`src/rtl/core/nft_pkg.sv`:
```
// shared types and constants for the nat flow translator
// no dependencies
package nft_pkg;

	localparam int unsigned TABLE_ENTRIES = 1024;
	localparam int unsigned AW = $clog2(TABLE_ENTRIES);
	localparam int unsigned CW = $clog2(TABLE_ENTRIES + 1);

	localparam logic [31:0] WAN_IP_RESET = 32'hC0A8_0301;
	localparam logic [15:0] MIN_TRANSPORT_LEN = 16'd8;
	localparam logic [7:0] PROTO_TCP = 8'd6;
	localparam logic [7:0] PROTO_UDP = 8'd17;
	localparam logic [7:0] PROTO_DCCP = 8'd33;

	// register addresses (byte)
	localparam logic [4:0] ADDR_WAN_IP = 5'd0;
	localparam logic [4:0] ADDR_IN_PASS = 5'd4;
	localparam logic [4:0] ADDR_IN_PORT = 5'd8;
	localparam logic [4:0] ADDR_OUT_PASS = 5'd12;
	localparam logic [4:0] ADDR_OUT_PORT = 5'd16;

	typedef enum logic [2:0] {
		V_TRANSLATED = 3'd0,
		V_PASSED = 3'd1,
		V_DROPPED = 3'd2,
		V_UNKNOWN = 3'd3,
		V_FULL = 3'd4
	} verdict_t;

	localparam logic [1:0] PORT_OUTBOUND = 2'd0;
	localparam logic [1:0] PORT_INBOUND = 2'd1;

	// one flow table entry
	typedef struct packed {
		logic [31:0] sa;
		logic [31:0] da;
		logic [31:0] pp;
		logic [7:0] pr;
		logic [31:0] maddr;
		logic [15:0] mport;
	} entry_t;

	localparam int unsigned EW = $bits(entry_t);

	// controller to datapath
	typedef struct packed {
		logic load;
		logic scan_rd;
		logic capture;
		logic wr_own;
		logic wr_rev;
		logic out_load;
	} cmd_t;

	// datapath to controller
	typedef struct packed {
		logic untrans;
		logic scan_done;
		logic do_insert;
	} status_t;

endpackage

```
`src/rtl/core/nft_ctrl.sv`:
```
// controller state machine of the nat flow translator
// depends on nft_pkg
module nft_ctrl (
	input logic clk,
	input logic arst_n,
	input logic in_valid,
	output logic in_ready,
	output logic out_valid,
	input logic out_ready,
	input nft_pkg::status_t status,
	output nft_pkg::cmd_t cmd
);

	typedef enum logic [2:0] {
		S_IDLE,
		S_SCAN,
		S_DECIDE,
		S_WR_OWN,
		S_WR_REV,
		S_OUT
	} state_t;

	state_t state_q;
	logic out_valid_q;
	logic can_load;

	assign in_ready = (state_q == S_IDLE);
	assign out_valid = out_valid_q;
	assign can_load = !out_valid_q || out_ready;

	// command decode
	always_comb begin
		cmd = '0;
		cmd.load = (state_q == S_IDLE) && in_valid;
		cmd.scan_rd = (state_q == S_SCAN) && !status.scan_done && !status.untrans;
		cmd.capture = (state_q == S_DECIDE);
		cmd.wr_own = (state_q == S_WR_OWN);
		cmd.wr_rev = (state_q == S_WR_REV);
		cmd.out_load = (state_q == S_OUT) && can_load;
	end

	// state and output valid
	always_ff @(posedge clk or negedge arst_n) begin
		if (!arst_n) begin
			state_q <= S_IDLE;
			out_valid_q <= 1'b0;
		end else begin
			if (out_valid_q && out_ready) begin
				out_valid_q <= 1'b0;
			end
			case (state_q)
				S_IDLE: begin
					if (in_valid) begin
						state_q <= S_SCAN;
					end
				end
				S_SCAN: begin
					if (status.untrans || status.scan_done) begin
						state_q <= S_DECIDE;
					end
				end
				S_DECIDE: begin
					state_q <= status.do_insert ? S_WR_OWN : S_OUT;
				end
				S_WR_OWN: state_q <= S_WR_REV;
				S_WR_REV: state_q <= S_OUT;
				S_OUT: begin
					if (can_load) begin
						out_valid_q <= 1'b1;
						state_q <= S_IDLE;
					end
				end
				default: state_q <= S_IDLE;
			endcase
		end
	end

endmodule

```
`config.mk`:
```
export PLATFORM = sky130hd
export DESIGN_NAME = nft_ctrl
export DESIGN_NICKNAME = d
export VERILOG_FILES = /design/src/rtl/core/nft_pkg.sv /design/src/rtl/core/nft_ctrl.sv
export SDC_FILE = /design/constraint.sdc
export NUM_CORES = 1
export LEC_CHECK = 0
export ABC_AREA = 1
export ABC_CLOCK_PERIOD_IN_PS = 1100
export BUFFER_PORTS_ARGS = -buffer_cell sky130_fd_sc_hd__buf_4
export CAP_MARGIN = 40
export CORE_AREA = 3 3 40 42
export CTS_BUF_LIST = sky130_fd_sc_hd__clkbuf_8
export CTS_CLUSTER_DIAMETER = 50
export DETAILED_ROUTE_END_ITERATION = 10
export DIE_AREA = 0 0 43 45
export GPL_TIMING_DRIVEN = 0
export PLACE_DENSITY_LB_ADDON = 0.1
export SLEW_MARGIN = 10
export SYNTH_ARGS = -nofsm -noshare
export SYNTH_HDL_FRONTEND = slang
export SYNTH_SLANG_ARGS = --single-unit
```
`constraint.sdc`:
```
create_clock -name clk -period 1.1 [get_ports clk]
set_input_delay 0.22 -clock clk [delete_from_list [all_inputs] [get_ports clk]]
set_output_delay 0.22 -clock clk [all_outputs]
set_load 0.01 [all_outputs]
```
# Yosys cells after proc, flatten, opt, wreduce, memory -nomap -nowiden
# Cells that the tools add are included.
# word_totals
reg_bits	4
input_bits	7
out_inout_bits	8
# op_classes
n_eq_ne	8
muxes	8
n_reduce_logical	12
# op_table
operator	n
$pmux 3 s6	1
$mux 3	4
$eq 3x2->1 const B	2
$eq 3x3->1 const B	2
$logic_and 1x1->1	5
$ne 2x2->1 const B	2
$eq 3x1->1 const B	1
$logic_not 1->1	3
$logic_not 3->1	1
$mux 1	3
$reduce_and 3->1	1
$logic_or 1x1->1	2
$ne 2x1->1 const B	1

# Longest topological paths before layout
# logic_depth
word_depth	4
ltp_mapped	5
mapped_depth_nobuf	5

# Least setup slack after synthesis
# No wires, ideal clock.
# synth_path
path_type	register to output
start	register state_q[1]
end	output port cmd[5] (netlist bit)
t_arrival_ns	0.807
required_ns	0.880
slack_ns	0.073
stages_incl_launch_ff	4
n_path_buf	0
cell_sequence	dfrtp_1 -> nor2_2 -> nand2_1 -> nor2_1
# synth_lines
item	line_no	rtl
start, declared	nft_ctrl.sv:23	state_t state_q;
start signal, assigned	nft_ctrl.sv:63	state_q <= status.do_insert ? S_WR_OWN : S_OUT;
end, declared	nft_ctrl.sv:11	output nft_pkg::cmd_t cmd

==> qor.yml <==
avgSynthCellArea_um2: 6.31
finalWorstSetupSlack_ns: -0.240
reg2reg_depth: 6
synth.largest_area_cell: "dfrtp_1"
core_mm2: 0.00128
holdCritStartpoint: "out_ready"
synthFlopType: "dfrtp_1"
clk_pin_slew_ns: 0.03
dpl.hpwl_um: 580
synth_commonest_cells: "nand2_1 (8), nor2_1 (7), inv_1 (6), nand3_1 (6), nor2_2 (5)"
via_count: 361
grt_pass1_wl_um: 1300
min_to: "out_valid$_DFF_PN0_"
finalCritPeriodShare: 1.22
drive_gt1_frac: 0.639
fillCellCount: 124
gp_congestion: 0.741
layout_min_cycle_time_ns: 1.34
slew_headroom: 0.872
grt_util_all_layers: 0.0876
num_rows: 13
rsz0062_at_grt: "yes"
hold_viol: 0
dieArea_mm2: 0.00194
finalSetupTns_ns: -1.27
outcome: "complete, but fails checks"
root_buffer: "clkbuf_8"
clk_path_buf_depth: 2
antenna_cells: 0
drt_iter0_drc: 11
cts_sinks: 4
worstPathArrival_ns: 1.12
via_per_inst: 4.15
tightestPinTransition_ns: 0.191
required_ns: 0.88
ios: 15
fin_nets: 81
syn_to_final_growth_pct: 103
cts_buffers: 3
ys_warn_count: 0
yosys.cell_count.top_type: "nand2_1"
async_flop_share: 1.00
fp.dieW_um: 43
peakVddDrop_v: 0.00112
power.share.clock: 0.189
io_buffers: 14
initial_core_util: 0.221
die_y_um: 45
grt_antenna_before_repair: 0
p_seq_frac: 0.218
pre_cts_ws_ns: -0.0444
grt_remaining_overflow: 0
syn_area_um2: 284
whs_path_depth: 4
crit_path_max_fanout: 7
wl_per_cell_um: 9.44
violations: "negative setup slack"
grt_start_max_net_pins: 8
synth_area_leaders: "dfrtp_1 (35%), nor2_2 (11%), nand3_1 (11%), nand2_1 (11%), nor2_1 (9.3%)"
crit_type: "register to output port"
fmax_ghz: 0.746
drc: 0
dr.pass1.iters: 4
finClkSkew_ns: 0.00168
synth_cell_types: 11
report.final.slew_viol_count: 0
routed_wl_um: 821
grt_pass1_vias: 337
syn_inst: 45
finalSetupViolations: 7
switchingPower_uw: 633
synth_sequential_area_ratio: 0.352
synth_edf_count: 0
cts_tree: "yes"
rr_endpoint: "state_q[2]$_DFFE_PN0P_"
maxCapViolCount: 0
ys_seq_elements: 4
clk_latency_ns: 0.21
p_comb_frac: 0.594
worst_hold_path_type: "primary input to register"
netSwitchingFraction: 0.402
htree_levels: 1
p_per_area_mw_per_mm2: 2730
postLayoutCoreUtil: 0.448
intPower_uw: 940
r2r_slack_ns: 0
yosysTopAreaCellShare: 0.352
startpoint_type: "register"
crit_path_end_kind: "output port"
ant_nets: 0
synth_fp_nets: 52
timing.rr.start: "state_q[1]$_DFFE_PN0P_"
power.leakage_nw: 0.314
## state kept, by name (all words and copies together) (netlist names)
signal and cells:
out_valid 1, state_q 3
## cells by family after synthesis
logic type | share of synthesized area
AND/OR/NAND/NOR | 0.449
flip-flops | 0.352
buffers and inverters | 0.132
AO/OA/AOI/OAI | 0.0661
## per-stage QoR
step,hold slack (ns),total power [mW],area (um2),std cells
floorplan,-0.0756,0.691,284,45
global route,0.314,1.71,576,87
detailed placement,0.0161,0.945,408,74
CTS,0.289,1.36,498,82
global placement,0.0177,0.949,408,74
finish,0.289,1.57,576,87
## routing by layer
layer	vias to the layer above	GRT usage	part of all wire
li1	192	-	-
met5	-	0	0
met1	156	0.114	0.46
met3	0	0.00398	0.077
met4	0	0.0723	0
met2	13	0.135	0.46
## placed cells by master, fill, tap and decap left out, drive strengths merged
| master | n |
|---|---|
| a21oi | 1 |
| buf | 23 |
| clkbuf | 3 |
| dfrtp | 4 |
| dlygate4sd3 | 1 |
| inv | 10 |
| nand2 | 8 |
| nand3 | 6 |
| nor2 | 12 |
| nor3 | 2 |
| o21ai | 2 |
## worst max-delay path, cell delays in order, from the launching register on
cell and delay, ns:
dfrtp_2 0.46, nor2_2 0.12, nand2_1 0.08, nor2_2 0.12, buf_4 0.13
## final cells by class
type / instances / area [um2] / area share
repair buffers: 24 / 190 / 0.330
multi-input cells: 31 / 179 / 0.311
flip-flops and latches: 4 / 104 / 0.180
inverters: 10 / 42.5 / 0.0739
clock buffers: 3 / 41.3 / 0.0717
well taps: 15 / 18.8 / 0.0326
## power by group through the flow
| stage | logic, mW | clock network [mW] | registers (mW) |
|---|---|---|---|
| 2_1_floorplan | 0.388 | 0 | 0.303 |
| 3_3_place_gp | 0.631 | 0 | 0.317 |
| 3_5_place_dp | 0.631 | 0 | 0.314 |
| 4_1_cts | 0.756 | 0.304 | 0.305 |
| 5_1_grt | 1.03 | 0.323 | 0.355 |
| 6_report | 0.934 | 0.297 | 0.343 |
## worst max-delay path by stage
stage	from	to	slack (ns)	cells past startpoint
global placement	state_q[2]$_DFFE_PN0P_	cmd[4]	-0.07	4
finish	state_q[2]$_DFFE_PN0P_	cmd[4]	-0.24	4
CTS	state_q[0]$_DFFE_PN0P_	cmd[5]	-0.22	4
global route	state_q[2]$_DFFE_PN0P_	cmd[4]	-0.29	4
detailed placement	state_q[2]$_DFFE_PN0P_	cmd[4]	-0.04	4
floorplan	state_q[1]$_DFFE_PN0P_	cmd[5]	0.07	3
## what timing repair did
item                                    in CTS  in global routing
buffers inserted                             4                  5
endpoints found under the setup margin       7                  9
endpoints found under the hold margin        4                  0
pin swaps                                    3                  2
hold buffers                                 1                  0
resized for setup                            3                 13
(Power assumes the default switching activity.)
